$ cat src/wavetable_oscillator_unit_defines.svh
// Assertion macros used by the wavetable oscillator top level.
`ifndef WAVETABLE_OSCILLATOR_UNIT_DEFINES_SVH
`define WAVETABLE_OSCILLATOR_UNIT_DEFINES_SVH
`ifndef SYNTHESIS
// Clocked check, switched off while reset is high
`define WTO_ASSERT(lbl, clk, rst, prop) \
  lbl: assert property (@(posedge clk) disable iff (rst) prop) \
    else $error("wavetable oscillator check failed");
// Clocked check that also holds through reset
`define WTO_ASSERT_NR(lbl, clk, prop) \
  lbl: assert property (@(posedge clk) prop) \
    else $error("wavetable oscillator check failed");
`else
`define WTO_ASSERT(lbl, clk, rst, prop)
`define WTO_ASSERT_NR(lbl, clk, prop)
`endif
`endif

$ cat src/wto_pkg.sv
// Shared constants, types and band limit table of the wavetable oscillator.
package wto_pkg;

  localparam int TABLE_SIZE = 1024;
  localparam int NUM_BANDS  = 120;

  localparam int IDX_W    = $clog2(TABLE_SIZE);
  localparam int HALF_W   = IDX_W - 1;
  localparam int PHASE_W  = 32;
  localparam int FRAC_W   = PHASE_W - IDX_W;
  localparam int BAND_W   = 7;
  localparam int WAVE_W   = 2;
  localparam int FREQ_W   = 22;
  localparam int STEP_W   = 20;
  localparam int SAMPLE_W = 24;
  localparam int SIDX_W   = 10;
  localparam int RAM_AW   = WAVE_W + BAND_W + HALF_W;
  localparam int RAM_DEPTH = 2 ** RAM_AW;
  localparam int PROD_W   = SAMPLE_W + 1 + FRAC_W + 1;

  // APB register map
  localparam int ADDR_W = 3;
  localparam int DATA_W = 32;
  localparam logic [ADDR_W-3:0] REG_PHASE_STEP = '0;
  localparam logic [STEP_W-1:0] STEP_RESET = STEP_W'(97392);

  // Note limits in Q14.8 hertz; the series stops at the top note and repeats
  localparam int BAND_LIMITS [128] = '{
    4186, 4435, 4699, 4978, 5274, 5588, 5920, 6272, 6645, 7040, 7459, 7902,
    8372, 8870, 9397, 9956, 10548, 11175, 11840, 12544, 13290, 14080, 14917, 15804,
    16744, 17740, 18795, 19912, 21096, 22351, 23680, 25088, 26580, 28160, 29834,
    31609, 33488, 35479, 37589, 39824, 42192, 44701, 47359, 50175, 53159, 56320,
    59669, 63217, 66976, 70959, 75178, 79649, 84385, 89402, 94719, 100351, 106318,
    112640, 119338, 126434, 133952, 141917, 150356, 159297, 168769, 178805, 189437,
    200702, 212636, 225280, 238676, 252868, 267905, 283835, 300713, 318594, 337539,
    357610, 378874, 401403, 425272, 450560, 477352, 505736, 535809, 567670, 601425,
    637188, 675077, 715219, 757749, 802807, 850544, 901120, 954703, 1011473,
    1071618, 1135340, 1202851, 1274376, 1350155, 1430439, 1515497, 1605613,
    1701088, 1802240, 1909407, 2022946, 2143237, 2270680, 2405702, 2548752,
    2700309, 2860878, 3030994, 3211227, 3402176,
    3402176, 3402176, 3402176, 3402176, 3402176, 3402176, 3402176, 3402176,
    3402176, 3402176, 3402176
  };

  localparam logic [FREQ_W-1:0] TOP_LIMIT = FREQ_W'(BAND_LIMITS[NUM_BANDS-1]);

  typedef enum logic [1:0] {
    OP_SAMPLE    = 2'd0,
    OP_WRITE     = 2'd1,
    OP_SET_PHASE = 2'd2,
    OP_IDLE      = 2'd3
  } op_t;

  // Decoded transaction held in the first stage
  typedef struct packed {
    op_t                       op;
    logic [WAVE_W-1:0]         wave;
    logic [BAND_W-1:0]         band;
    logic                      above;
    logic [PHASE_W-1:0]        inc;
    logic [BAND_W-1:0]         band_index;
    logic [SIDX_W-1:0]         sample_index;
    logic signed [SAMPLE_W-1:0] table_value;
    logic [PHASE_W-1:0]        phase_value;
  } front_t;

  // Per-transaction control carried down the interpolation stages
  typedef struct packed {
    logic               live;
    logic               above;
    logic [PHASE_W-1:0] phase_now;
  } ctl_t;

endpackage

$ cat src/wto_interp.sv
// Linear interpolation pipeline: difference, product, sum and result register.
module wto_interp import wto_pkg::*; (
  input  logic                       clk,
  input  logic                       en3,
  input  logic                       en4,
  input  logic                       en_out,
  input  logic signed [SAMPLE_W-1:0] v0,
  input  logic signed [SAMPLE_W-1:0] v1,
  input  logic [FRAC_W-1:0]          frac2,
  input  ctl_t                       ctl2,
  output logic signed [SAMPLE_W-1:0] sample_out,
  output logic                       above_range,
  output logic [PHASE_W-1:0]         phase_now
);

  logic signed [SAMPLE_W:0]   d3;
  logic signed [SAMPLE_W-1:0] v0_3;
  logic [FRAC_W-1:0]          frac3;
  ctl_t                       ctl3;

  logic signed [PROD_W-1:0]   prod4;
  logic signed [SAMPLE_W-1:0] v0_4;
  ctl_t                       ctl4;

  logic signed [PROD_W-1:0]   step;
  logic signed [SAMPLE_W-1:0] interp;

  // Take the difference of the two neighbours
  always_ff @(posedge clk) begin
    if (en3) begin
      d3    <= {v1[SAMPLE_W-1], v1} - {v0[SAMPLE_W-1], v0};
      v0_3  <= v0;
      frac3 <= frac2;
      ctl3  <= ctl2;
    end
  end

  // Scale the difference by the phase fraction
  always_ff @(posedge clk) begin
    if (en4) begin
      prod4 <= d3 * $signed({1'b0, frac3});
      v0_4  <= v0_3;
      ctl4  <= ctl3;
    end
  end

  // Arithmetic shift floors toward minus infinity
  assign step   = prod4 >>> FRAC_W;
  assign interp = v0_4 + step[SAMPLE_W-1:0];

  // Result register, held while the receiver stalls
  always_ff @(posedge clk) begin
    if (en_out) begin
      sample_out  <= ctl4.live ? interp : '0;
      above_range <= ctl4.above;
      phase_now   <= ctl4.phase_now;
    end
  end

endmodule

$ cat config.mk
export PLATFORM = sky130hd
export DESIGN_NAME = wto_interp
export DESIGN_NICKNAME = d
export VERILOG_FILES = /design/src/wavetable_oscillator_unit_defines.svh /design/src/wto_pkg.sv /design/src/wto_interp.sv
export SDC_FILE = /design/constraint.sdc
export NUM_CORES = 2
export LEC_CHECK = 0
export BUFFER_PORTS_ARGS = -buffer_cell sky130_fd_sc_hd__buf_2
export CAP_MARGIN = 20
export CORE_MARGIN = 2
export CORE_UTILIZATION = 30
export DETAILED_ROUTE_END_ITERATION = 6
export SETUP_SLACK_MARGIN = 0.02
export SYNTH_ARGS = -nofsm -noshare
export SYNTH_HDL_FRONTEND = slang
export SYNTH_SLANG_ARGS = --single-unit
$ cat constraint.sdc
create_clock -name clk -period 9.4 [get_ports clk]
set_clock_uncertainty 0.2 [all_clocks]
set_input_delay 2.82 -clock clk [delete_from_list [all_inputs] [get_ports clk]]
set_output_delay 2.82 -clock clk [all_outputs]
set_load 0.005 [all_outputs]
After elaboration in Yosys (flattened, before gate mapping) --
Cells that the tools add are included.
Word-level totals: flip-flop bits (word level) 266, latch bits 0, bits in writable memories 0, bits in read-only memories 0, word-level logic and storage cells 17, memories 0
Operators by class: $add $sub $neg 2, multipliers 1, divide/modulo/power cells 0, magnitude comparators 0, eq/ne operators 0, shift-type cells 0, muxes and demuxes 0, bitwise logic cells 0, reductions and logical operators 0
Operators with widths (count):
- $mul A25 B23 Y46 | 1
- $sub A24 B24 Y25 | 1
- $add A24 B24 Y24 | 1

Depth between registers and ports, before layout --
word-level depth 1, gate-level depth with buffers 26

Least setup slack after synthesis --
No wires, ideal clock.
path kind register to register, start register frac3[15], end register prod4[45] (data pin), arrival time 6.640 ns, required time 8.940 ns, path slack 2.300 ns, cell stages (with the launch flop) 25, path buffers 2, period minus slack after synthesis 7.100 ns, cells stage by stage edfxtp_1 clkbuf_1 clkbuf_1 nand2_1 fa_1 inv_1 fa_1 inv_1 fa_1 inv_1 fa_1 fa_1 fa_1 fa_1 ha_1 a21oi_2 o21ai_1 nor3_1 a311oi_2 a311o_2 a211oi_4 o31ai_2 a211o_1 a21oi_2 xnor2_1
Between the ends: longest elaborated chain between the ends 1
RTL lines:
- from (decl) | RTL line wto_interp.sv:18 | logic [FRAC_W-1:0] frac3;
- from (signal assigned) | RTL line wto_interp.sv:33 | frac3 <= frac2;
- $mul A25 B23 Y46 | RTL line wto_interp.sv:41 | prod4 <= d3 * $signed({1'b0, frac3});
- to (signal assigned) | RTL line wto_interp.sv:41
- to (decl) | RTL line wto_interp.sv:21 | logic signed [PROD_W-1:0] prod4;
Every way passes these cells. A chain may end at the register's enable or synchronous reset.

Worst setup path after layout --
start register frac3[2], end register prod4[45] (data pin)
Same word-level chain as after synthesis.

==> metrics.log <==
INFO  metric synthesis.instances = 2664
INFO  metric placeableCoreArea = 95200 um^2
INFO  metric rsz0062_at_grt = no
INFO  metric critPathArrivalTime = 8390 ps
INFO  metric post_synth_num_cell_types = 51
INFO  metric timing.reg2reg.setup_slack = 1130 ps
INFO  metric post_cts_buffers = 0
INFO  metric die_area = 98700 um^2
INFO  metric synth-seq-cells = 244
INFO  metric cts_max_path_buffers = 3
INFO  metric post_drt_via_cell_ratio = 4.47
INFO  metric relSlewSlack = 0.236
INFO  metric nFillCells = 9564
INFO  metric seq_total_area_yosys = 0.254
INFO  metric yosysMostFrequentCell = inv_1
INFO  metric grt_first_pass_wirelength = 113000 um
INFO  metric post_synth_main_area_contributors = fa_1 39%, edfxtp_1 25%, inv_1 8.3%
INFO  metric synthFlopType = edfxtp_1
INFO  metric post_cts_hold_buffer_count = 0
INFO  metric worst_slack = 1130 ps
INFO  metric gpl.final_weighted_congestion = 0.851
INFO  metric die_y = 314 um
INFO  metric grt_pass1_vias = 20000
INFO  metric count_of_vias_placed_by_the_detailed_router = 18200
INFO  metric holdCritPathClass = register to register
INFO  metric synth_top_area_cell = fa_1
INFO  metric clock_latency = 620 ps
INFO  metric critical_path.cell_chain = nand2_1 > fa_1 > fa_1 > fa_1 > fa_1 > fa_1 > inv_1 > fa_1 > inv_1 > fa_1 > inv_1 > ha_1 > nand4_1 > nor2_1 > a32oi_1 > a311oi_2 > a311o_2 > a211oi_4 > o31ai_2 > a211o_1 > a21oi_2 > xnor2_1
INFO  metric clock_buffer_count_from_cts = 28
INFO  metric slowest_delay = 980 ps
INFO  metric ant_nets = 0
INFO  metric yosys.area.top_type_share = 0.391
INFO  metric r2r_start = frac3[2]$_DFFE_PP_
INFO  metric post_route_cells_drive_above_1_share = 0.0900
INFO  metric syn-cell-area = 28900 um^2
INFO  metric h-tree-depth = 1
INFO  metric ys_async_sr_fraction = 0
INFO  metric fin_setup_tns = 0 ps
INFO  metric sequential_cell_area = 7330 um^2
INFO  metric syn_nets = 3508
INFO  metric hold_path_cells = 0
INFO  metric drtIter0Drc = 1088
INFO  metric synth_edf_count = 244
INFO  metric tritoncts = built
INFO  metric worst_slack_at_placement = 1100 ps
INFO  metric drcViolationCount = 0
INFO  metric timing.critical_path.fanout_max = 25
INFO  metric num_io_pins = 165
INFO  metric grt.overflow.total = 0
INFO  metric root_buffer = clkbuf_16
INFO  metric final_hpwl_from_detailed_placement = 55800 um
INFO  metric finalWorstPathRequiredPeriod = 8270 ps
INFO  metric synth-warning-count = 0
INFO  metric final.period_utilization = 0.880
INFO  metric critical_path.most_common_cell = fa_1
INFO  metric area.growth.synth_to_final = 11.2%
INFO  metric worstPathBufferInverterCount = 3
INFO  metric drt-pass1-iter-count = 5
INFO  metric required = 9510 ps
INFO  metric outcome = finished, final reports clean
INFO  metric slowest_stage = edfxtp_1
INFO  metric crit-reg2reg-capture = prod4[45]$_DFFE_PP_
INFO  metric cts.clk_slew.worst_paths = 60 ps
INFO  metric finalSetupViolCount = 0
INFO  metric rows = 113
INFO  metric post_detailed_route_wirelength_per_cell = 17.2 um
INFO  metric antenna_found_initial = 2
INFO  metric cts_repair_resize_count = 0
INFO  metric path_class = register to register
INFO  metric timing.hold.worst_endpoint = ctl4[6]$_DFFE_PP_
INFO  metric multi_input_logic_area = 18800 um^2
INFO  metric worst_pin_slew = 1150 ps
INFO  metric routed_wl = 70100 um
INFO  metric port_buffers = 164
INFO  metric endpoint_kind = register
INFO  metric max-cap-violations = 0
INFO  metric synth_area_per_cell = 10.8 um^2
INFO  metric finalNetCount = 3633
INFO  metric timing_max_transition_violations_final = 0
INFO  metric clock-sinks = 244
INFO  metric final_hold_viol_count = 0
INFO  metric post_synth_top_cells = 636 x inv_1, 564 x fa_1, 300 x nand2_1
INFO  metric rr_worst_depth = 22
INFO  metric grt_max_degree = 72
INFO  metric track_usage = 0.147
INFO  metric worstHoldStart = ctl3[6]$_DFFE_PP_
INFO  metric initial_core_utilization = 0.303
INFO  metric chipWidth = 314 um
INFO  metric cp_top_family = adder cells
INFO  metric crit_path_start_kind = register
INFO  metric fmax = 0.121 GHz
worst register-to-register path, stage by stage (launching register included):
cell      delay, ps
edfxtp_1        980
nand2_1         200
fa_1            600
fa_1            450
fa_1            580
fa_1            450
fa_1            570
inv_1            60
fa_1            470
inv_1            50
fa_1            470
inv_1            40
ha_1            330
nand4_1         170
nor2_1           60
a32oi_1         340
a311oi_2        260
a311o_2         500
a211oi_4        480
o31ai_2         190
a211o_1         330
a21oi_2         150
xnor2_1          70
stage by stage:
stage / util / area (um^2) / cells / hold slack (ps)
final: 0.337 / 32100 / 4077 / 217
after CTS: 0.337 / 32000 / 4074 / 217
after global placement: 0.327 / 31100 / 4023 / 200
after detailed placement: 0.327 / 31100 / 4023 / 205
after global routing: 0.337 / 32100 / 4077 / 220
after floorplan: - / 28900 / 2664 / 200
final cells by class:
type	instances	area share
multi-input cells	1686	0.585
flip-flops and latches	244	0.228
inverters	636	0.0744
well taps	1265	0.0494
repair buffers	193	0.0332
clock buffers	29	0.0220
clock inverters	22	0.00722
diodes	2	0.000156
flip-flops by register name (all words and copies together) (netlist names):
register and count:
v0_3 24, phase_now 32, ctl4 34, d3 25, prod4 24, v0_4 24
above_range 1, sample_out 24, ctl3 34, frac3 22
placed cells by master, fill, tap and decap left out, types with 21 or more instances in the layout:
cell type and instances:
buf_4 30, nor2_1 42, nand2_1 300, inv_1 636, a21o_1 21, clkbuf_16 28
and2_1 289, ha_1 172, o21ai_0 28, edfxtp_1 244, fa_1 564, xnor2_1 53
xor2_1 23, a21oi_1 52, buf_2 162
cell families after synthesis:
kind of cell	after synthesis	synth area share
compound gates	172	0.0397
buf+inv	734	0.0955
xor+xnor	76	0.0231
simple gates	702	0.122
flops	244	0.254
fa+ha+maj	736	0.466
routing by layer:
metal	GRT usage	up-vias	routed length, um	share of wire
met4	0.0441	0	2000	0.029
li1	-	8267	-	-
met1	0.186	9404	29300	0.42
met5	0	-	0	0
met2	0.260	439	35100	0.50
met3	0.0187	97	3730	0.053
worst max-delay path by stage:
stage / startpoint / endpoint / slack [ps] / cells after the start
6_report: frac3[2]$_DFFE_PP_ / prod4[45]$_DFFE_PP_ / 1130 / 22
3_3_place_gp: d3[13]$_DFFE_PP_ / prod4[45]$_DFFE_PP_ / 1160 / 22
5_1_grt: frac3[2]$_DFFE_PP_ / prod4[45]$_DFFE_PP_ / 770 / 22
3_5_place_dp: frac3[2]$_DFFE_PP_ / prod4[45]$_DFFE_PP_ / 1100 / 22
4_1_cts: frac3[2]$_DFFE_PP_ / prod4[45]$_DFFE_PP_ / 1050 / 22
2_1_floorplan: frac3[15]$_DFFE_PP_ / prod4[45]$_DFFE_PP_ / 2300 / 24
Power is left out: the tool's default activity adds up to more than one toggle a clock period on the data nets, which glitch-free logic cannot reach.
