--- config.mk ---
export PLATFORM = sky130hd
export DESIGN_NAME = wto_front
export DESIGN_NICKNAME = d
export VERILOG_FILES = /design/src/wavetable_oscillator_unit_defines.svh /design/src/wto_pkg.sv /design/src/wto_front.sv
export SDC_FILE = /design/constraint.sdc
export NUM_CORES = 2
export LEC_CHECK = 0
export ABC_CLOCK_PERIOD_IN_PS = 10500
export BUFFER_PORTS_ARGS = -buffer_cell sky130_fd_sc_hd__buf_2
export CAP_MARGIN = 40
export CORE_MARGIN = 4
export CORE_UTILIZATION = 38
export CTS_CLUSTER_SIZE = 14
export DETAILED_ROUTE_END_ITERATION = 6
export PLACE_DENSITY_LB_ADDON = 0.1
export SETUP_SLACK_MARGIN = 0.3
export SKIP_LAST_GASP = 1
export SYNTH_ARGS = -nofsm -noshare
export SYNTH_HDL_FRONTEND = slang
export SYNTH_SLANG_ARGS = --single-unit
--- constraint.sdc ---
create_clock -name clk -period 10.5 [get_ports clk]
set_input_delay 0.525 -clock clk [delete_from_list [all_inputs] [get_ports clk]]
set_output_delay 0.525 -clock clk [all_outputs]
set_load 0.005 [all_outputs]
--- src/wavetable_oscillator_unit_defines.svh ---
// Assertion macros used by the wavetable oscillator top level.
`ifndef WAVETABLE_OSCILLATOR_UNIT_DEFINES_SVH
`define WAVETABLE_OSCILLATOR_UNIT_DEFINES_SVH
`ifndef SYNTHESIS
// Clocked check, switched off while reset is high
`define WTO_ASSERT(lbl, clk, rst, prop) \
  lbl: assert property (@(posedge clk) disable iff (rst) prop) \
    else $error("wavetable oscillator check failed");
// Clocked check that also holds through reset
`define WTO_ASSERT_NR(lbl, clk, prop) \
  lbl: assert property (@(posedge clk) prop) \
    else $error("wavetable oscillator check failed");
`else
`define WTO_ASSERT(lbl, clk, rst, prop)
`define WTO_ASSERT_NR(lbl, clk, prop)
`endif
`endif

--- src/wto_pkg.sv ---
// Shared constants, types and band limit table of the wavetable oscillator.
package wto_pkg;

  localparam int TABLE_SIZE = 1024;
  localparam int NUM_BANDS  = 120;

  localparam int IDX_W    = $clog2(TABLE_SIZE);
  localparam int HALF_W   = IDX_W - 1;
  localparam int PHASE_W  = 32;
  localparam int FRAC_W   = PHASE_W - IDX_W;
  localparam int BAND_W   = 7;
  localparam int WAVE_W   = 2;
  localparam int FREQ_W   = 22;
  localparam int STEP_W   = 20;
  localparam int SAMPLE_W = 24;
  localparam int SIDX_W   = 10;
  localparam int RAM_AW   = WAVE_W + BAND_W + HALF_W;
  localparam int RAM_DEPTH = 2 ** RAM_AW;
  localparam int PROD_W   = SAMPLE_W + 1 + FRAC_W + 1;

  // APB register map
  localparam int ADDR_W = 3;
  localparam int DATA_W = 32;
  localparam logic [ADDR_W-3:0] REG_PHASE_STEP = '0;
  localparam logic [STEP_W-1:0] STEP_RESET = STEP_W'(97392);

  // Note limits in Q14.8 hertz; the series stops at the top note and repeats
  localparam int BAND_LIMITS [128] = '{
    4186, 4435, 4699, 4978, 5274, 5588, 5920, 6272, 6645, 7040, 7459, 7902,
    8372, 8870, 9397, 9956, 10548, 11175, 11840, 12544, 13290, 14080, 14917, 15804,
    16744, 17740, 18795, 19912, 21096, 22351, 23680, 25088, 26580, 28160, 29834,
    31609, 33488, 35479, 37589, 39824, 42192, 44701, 47359, 50175, 53159, 56320,
    59669, 63217, 66976, 70959, 75178, 79649, 84385, 89402, 94719, 100351, 106318,
    112640, 119338, 126434, 133952, 141917, 150356, 159297, 168769, 178805, 189437,
    200702, 212636, 225280, 238676, 252868, 267905, 283835, 300713, 318594, 337539,
    357610, 378874, 401403, 425272, 450560, 477352, 505736, 535809, 567670, 601425,
    637188, 675077, 715219, 757749, 802807, 850544, 901120, 954703, 1011473,
    1071618, 1135340, 1202851, 1274376, 1350155, 1430439, 1515497, 1605613,
    1701088, 1802240, 1909407, 2022946, 2143237, 2270680, 2405702, 2548752,
    2700309, 2860878, 3030994, 3211227, 3402176,
    3402176, 3402176, 3402176, 3402176, 3402176, 3402176, 3402176, 3402176,
    3402176, 3402176, 3402176
  };

  localparam logic [FREQ_W-1:0] TOP_LIMIT = FREQ_W'(BAND_LIMITS[NUM_BANDS-1]);

  typedef enum logic [1:0] {
    OP_SAMPLE    = 2'd0,
    OP_WRITE     = 2'd1,
    OP_SET_PHASE = 2'd2,
    OP_IDLE      = 2'd3
  } op_t;

  // Decoded transaction held in the first stage
  typedef struct packed {
    op_t                       op;
    logic [WAVE_W-1:0]         wave;
    logic [BAND_W-1:0]         band;
    logic                      above;
    logic [PHASE_W-1:0]        inc;
    logic [BAND_W-1:0]         band_index;
    logic [SIDX_W-1:0]         sample_index;
    logic signed [SAMPLE_W-1:0] table_value;
    logic [PHASE_W-1:0]        phase_value;
  } front_t;

  // Per-transaction control carried down the interpolation stages
  typedef struct packed {
    logic               live;
    logic               above;
    logic [PHASE_W-1:0] phase_now;
  } ctl_t;

endpackage

--- src/wto_front.sv ---
// Input decode: band search, range check and phase increment product.
module wto_front import wto_pkg::*; (
  input  logic                       clk,
  input  logic                       en,
  input  logic [1:0]                 operation,
  input  logic [WAVE_W-1:0]          waveform,
  input  logic [FREQ_W-1:0]          frequency,
  input  logic [BAND_W-1:0]          band_index,
  input  logic [SIDX_W-1:0]          sample_index,
  input  logic signed [SAMPLE_W-1:0] table_value,
  input  logic [PHASE_W-1:0]         phase_value,
  input  logic [STEP_W-1:0]          phase_step,
  output front_t                     s1
);

  logic [BAND_W-1:0]        band_sel;
  logic [FREQ_W+STEP_W-1:0] prod;

  // Pick the lowest band whose limit is at or above the frequency
  always_comb begin
    band_sel = '0;
    for (int i = NUM_BANDS - 2; i >= 0; i--) begin
      if (FREQ_W'(BAND_LIMITS[i]) >= frequency) begin
        band_sel = BAND_W'(i);
      end
    end
  end

  // Phase increment, frequency in Q8 times step per hertz
  assign prod = {{STEP_W{1'b0}}, frequency} * {{FREQ_W{1'b0}}, phase_step};

  // Hold the decoded transaction
  always_ff @(posedge clk) begin
    if (en) begin
      s1.op           <= op_t'(operation);
      s1.wave         <= waveform;
      s1.band         <= band_sel;
      s1.above        <= (frequency > TOP_LIMIT);
      s1.inc          <= prod[PHASE_W+7:8];
      s1.band_index   <= band_index;
      s1.sample_index <= sample_index;
      s1.table_value  <= table_value;
      s1.phase_value  <= phase_value;
    end
  end

endmodule

---- Word-level counts from Yosys, hierarchy flattened ----
Index checks and enable logic that the tools add are counted.
operators by class
  $add $sub $neg .......................... 0
  multiply operators ...................... 1
  divide/modulo/power cells ............... 0
  order comparisons ....................... 118
  equal/unequal tests ..................... 0
  shifts and indexed selects .............. 0
  muxes and demuxes ....................... 116
  bitwise logic cells ..................... 0
  reduce and logical (&&, ||, !) cells .... 6
operator list
  cell                                                                count
  2-to-1 mux 7 bit                                                    53
  greater-or-equal comparator 13 x 22 -> 1 bit, first input constant  12
  greater-or-equal comparator 14 x 22 -> 1 bit, first input constant  12
  greater-or-equal comparator 15 x 22 -> 1 bit, first input constant  12
  greater-or-equal comparator 16 x 22 -> 1 bit, first input constant  12
  greater-or-equal comparator 17 x 22 -> 1 bit, first input constant  12
  greater-or-equal comparator 18 x 22 -> 1 bit, first input constant  12
  greater-or-equal comparator 19 x 22 -> 1 bit, first input constant  12
  greater-or-equal comparator 20 x 22 -> 1 bit, first input constant  12
  greater-or-equal comparator 21 x 22 -> 1 bit, first input constant  12
  greater-or-equal comparator 22 bit, first input constant            9
  2-to-1 mux 6 bit                                                    32
  2-to-1 mux 5 bit                                                    16
  OR reduction 64 bit                                                 1
  multiplier 22 x 20 -> 40 bit                                        1
  2-to-1 mux 4 bit                                                    8
  OR reduction 32 bit                                                 1
  > comparator 22 bit, second input constant                          1
  OR reduction 16 bit                                                 1
  2-to-1 mux 3 bit                                                    4
  OR reduction 8 bit                                                  1
  2-to-1 mux 2 bit                                                    2
  OR reduction 4 bit                                                  1
  OR reduction 2 bit                                                  1
  2-to-1 mux 1 bit                                                    1
word-level totals
  register bits ........................... 117
  bits in latches ......................... 0
  RAM bits ................................ 0
  ROM bits ................................ 0
  input port bits ......................... 121
  logic and storage cells ................. 256
  memories ................................ 0

---- Logic depth before layout (Yosys ltp) ----
  word-level depth ........................ 117
  depth in mapped cells ................... 30

---- Least setup slack after synthesis ----
OpenSTA, ideal clock, no wires.
  kind .................................... input to register
  start point ............................. in frequency[14]
  end point ............................... reg s1[103] (netlist bit), data pin
  arrival ................................. 7,472 ps
  required time ........................... 10,242 ps
  setup slack ............................. 2,770 ps
  cell stages on the path ................. 28
  path through ............................ clkbuf_1 buf_2 buf_2 clkbuf_1 buf_1 nand2_1 fa_1 inv_1 fa_1 inv_1 fa_1 inv_1 fa_1 inv_1 fa_1 inv_1 fa_1 fa_1 ha_1 a21o_1 a21oi_1 o22ai_1 a221o_1 nor2_1 a211oi_1 or3_1 a31oi_1 xnor2_1
on the way
  longest elaborated chain between the ends .. 1
ends and longest elaborated chain
  what                          line             text
  from (decl)                   wto_front.sv:7   input logic [FREQ_W-1:0] frequency,
  multiplier 22 x 20 -> 40 bit  wto_front.sv:30  assign prod = {{STEP_W{1'b0}}, frequency} * {{FREQ_W{1'b0}}, phase_step};
  via prod[38]                  wto_front.sv:17  logic [FREQ_W+STEP_W-1:0] prod;
  to (decl)                     wto_front.sv:13  output front_t s1
The timed path passes the listed nets, and every way through them passes these cells.
A chain may end at the register's enable or synchronous reset.

---- Final worst setup path ----
  start point ............................. in frequency[9]
  end point ............................... reg s1[104] (netlist bit), data pin
Same word-level chain as after synthesis.

==> tab_implementation.tex <==
\begin{tabular}{lr}
\hline
Metric & Value \\
\hline
\multicolumn{2}{l}{\textbf{Finish}} \\
Footprint of the multi-input gates & 0.0167 mm² \\
Layout area overhead & 10.9\% \\
Largest register FFs & 117 \\
Fraction of layout cells with a size suffix above 1 & 13.8\% \\
FF+latch area & 0.00351 mm² \\
Number of nets in the final layout & 3324 \\
Regs by FF count & s1 (117) \\
Largest Register & s1 \\
Layout filler cell count & 6034 \\
\multicolumn{2}{l}{\textbf{Setup path}} \\
Worst setup SP type & input pin \\
Data arrival time of the worst path & 7.79 ns \\
Worst Path Class, Setup & in -> reg \\
CP Data Required Time & 10.69 ns \\
Kind of end point of the critical path & flop \\
Crit path max fanout & 20 \\
\multicolumn{2}{l}{\textbf{Floorplan}} \\
Starting Density & 38.3\% \\
Height of the die & 252 µm \\
Num ports & 238 \\
Horizontal die dimension & 252 µm \\
Die outline area & 0.0634 mm² \\
Core Box Area & 0.0589 mm² \\
Std-Cell Rows & 89 \\
\multicolumn{2}{l}{\textbf{Global route}} \\
Largest net degree at the start of global routing & 61 \\
Met3 track demand over resource & 5.80\% \\
Global route hottest layer & met2 \\
Via count of the first global-routing pass & 21542 \\
GRT met2 Usage & 47.2\% \\
Routing usage on met1 & 41.4\% \\
Wire length of the first global-routing pass & 143 mm \\
Antenna violations before repair & 4 \\
Overflow left after global routing & 0 \\
Total Routing Usage GR & 30.2\% \\
\multicolumn{2}{l}{\textbf{Power and ir drop}} \\
Peak supply drop & 720 µV \\
Portion of total power attributed to sequential cells & 11.5\% \\
Power Dens Cells & 371 mW/mm² \\
Switching share of power & 49.0\% \\
Proportion of power drawn by the clock network & 6.9\% \\
Total leakage power & 11.5 nW \\
Reported net switching power & 0.00455 W \\
Share of total power in combinational logic & 81.6\% \\
Internal Power & 0.00473 W \\
\multicolumn{2}{l}{\textbf{Drt}} \\
Detailed-route via count & 20424 \\
Via count normalized by instance count & 5.83 \\
DRC & 0 \\
Wire length per cell after detailed routing & 27.5 µm \\
Number of detailed-routing iterations run before antenna repair & 7 \\
Number of routed nets with antenna violations & 0 \\
Initial DRC count & 1706 \\
Total detailed-routing wirelength & 96.4 mm \\
\multicolumn{2}{l}{\textbf{Status}} \\
Status & finished, final reports clean \\
\multicolumn{2}{l}{\textbf{Synth}} \\
Most used flip-flop cell after synthesis & edfxtp\_1 \\
Yosys reg bits & 117 \\
Summed instance area of the synthesized netlist & 0.0226 mm² \\
Most frequent cell after synthesis & inv\_1 \\
Number of nets in the synthesized netlist & 3189 \\
Distinct cell type count after synthesis & 92 \\
Area share of the largest cell type after synthesis & 31.4\% \\
Number of enable flip-flop cells after synthesis & 117 \\
Top cells by count, synth & 409 x inv\_1, 354 x fa\_1, 346 x nand2\_1 \\
Synthesized area per cell & 8.76 µm² \\
Share of flip-flops with an asynchronous set or reset after synthesis & 0\% \\
Fraction of the yosys area taken by sequential cells & 15.6\% \\
Total number of yosys warnings & 0 \\
Synth top area cells & fa\_1 31\%, edfxtp\_1 16\%, ha\_1 7.6\% \\
Mapped Cells & 2577 \\
Cell accounting for the most synthesized area & fa\_1 \\
\multicolumn{2}{l}{\textbf{Hold path}} \\
Hold WC Path Type & in -> reg \\
Start point of the worst hold path & table\_value[5] \\
Worst hold path cell count & 1 \\
End of the worst hold path & s1[37] \\
\multicolumn{2}{l}{\textbf{STA}} \\
Upper clock frequency limit & 0.132 GHz \\
Final setup violating endpoints & 0 \\
Slew HR & 30.7\% \\
Slew at the pin closest to its max-slew limit & 1.03 ns \\
Setup repair after global routing missed its margin & false \\
Setup TNS after final layout & 0 ns \\
Number of max-slew violations in the final report & 0 \\
Number of failing hold endpoints at the final stage & 0 \\
Final Cycle Share & 72.4\% \\
Final-layout worst hold slack & 0.231 ns \\
Fin crit period & 7.60 ns \\
\multicolumn{2}{l}{\textbf{Clock network}} \\
Hold-fix buffer count after cts & 0 \\
CTS Buf Count & 17 \\
Gates resized, CTS repair & 0 \\
Clock transition at path regs & 0.06 ns \\
Clock tree from TritonCTS & done \\
Number of levels in the clock H-tree & 4 \\
Number of buffers added for setup after CTS & 0 \\
Largest buffer count on any clock path & 2 \\
Clk sinks & 117 \\
Cell at the root of the clock tree & clkbuf\_16 \\
\multicolumn{2}{l}{\textbf{Place}} \\
Port bufs & 237 \\
HPWL Detailed & 74.4 mm \\
Placer congestion estimate & 1.03 \\
\multicolumn{2}{l}{\textbf{Job}} \\
Maximum Capacitance Violations & 0 \\
\hline
\end{tabular}
-- cell type report --
cell class              count  area share [%]
inverters                 411            6.16
multi-input cells        1868            66.8
flip-flops and latches    117            14.0
repair buffers            297            6.57
clock buffers              17            1.70
well taps                 773            3.86
clock inverters            15           0.810
diodes                      4          0.0400
-- how the worst max path moves through the flow --
stage | endpoint | start | cells after the start
finish | s1[104] | frequency[9] | 23
floorplan | s1[103] | frequency[14] | 28
detailed placement | s1[104] | frequency[4] | 22
global route | s1[104] | frequency[4] | 22
CTS | s1[104] | frequency[4] | 22
global placement | s1[103] | frequency[3] | 22
-- critical path, stage by stage --
cell and delay, ns:
buf_2 0.41, buf_4 0.37, nand2_1 0.13, fa_1 0.56
inv_1 0.06, fa_1 0.54, inv_1 0.05, fa_1 0.52
fa_1 0.45, fa_1 0.55, inv_1 0.06, fa_1 0.50
fa_1 0.49, ha_1 0.37, a21o_1 0.22, nand2_1 0.10
o22ai_1 0.30, a221o_1 0.30, nor2_1 0.08, a21oi_1 0.59
o21ai_0 0.31, o21ai_1 0.21, xnor2_1 0.08
-- kinds of logic after synthesis --
group / after synthesis / synth area share (%)
buffers and inverters: 592 / 10.5
AND/OR/NAND/NOR: 890 / 20.3
AO/OA/AOI/OAI: 450 / 13.2
XOR/XNOR: 37 / 1.44
flip-flops: 117 / 15.6
adder cells (fa/ha/maj): 491 / 39.0
-- power groups by stage --
stage | clock (W) | sequential, W | combinational, W
CTS | 0.000666 | 0.00107 | 0.00766
finish | 0.000644 | 0.00107 | 0.00757
global placement | 0 | 0.00108 | 0.00750
global route | 0.000684 | 0.00108 | 0.00861
floorplan | 0 | 0.00109 | 0.00569
detailed placement | 0 | 0.00108 | 0.00758
-- metrics by stage --
stage	instances	setup WS, ns	cell area, µm²	util [%]	total power (W)
floorplan	2577	2.77	22600	-	0.00679
global placement	3459	2.58	24300	41.3	0.00858
detailed placement	3466	2.43	24400	41.4	0.00866
CTS	3498	2.96	25000	42.5	0.00939
global route	3498	2.60	25000	42.5	0.0104
finish	3502	2.90	25000	42.5	0.00929
-- placed cells by master, fill, tap and decap left out, drive strengths merged, types with 14 or more instances in the layout --
| cell type | count |
|---|---|
| nor4 | 20 |
| a31oi | 37 |
| o211ai | 20 |
| o31ai | 22 |
| buf | 296 |
| a21oi | 119 |
| nor2b | 17 |
| inv | 411 |
| nand3 | 38 |
| and3 | 16 |
| or3 | 19 |
| nand4 | 24 |
| clkbuf | 17 |
| a211oi | 24 |
| ha | 137 |
| nor3 | 34 |
| fa | 354 |
| o21ai | 94 |
| edfxtp | 117 |
| o21a | 21 |
| or2 | 14 |
| xnor2 | 28 |
| nor2 | 103 |
| and2 | 192 |
| a21o | 18 |
| nand2 | 347 |
-- metal layers --
layer / routed length, µm / share of wire (%) / up-vias
met1: 41200 / 43 / 10502
met3: 7640 / 7.9 / 224
met2: 43100 / 45 / 994
met4: 4380 / 4.5 / 2
met5: 13 / 0.013 / -
li1: - / - / 8702
Note: power is estimated with default switching activity, not from simulation.
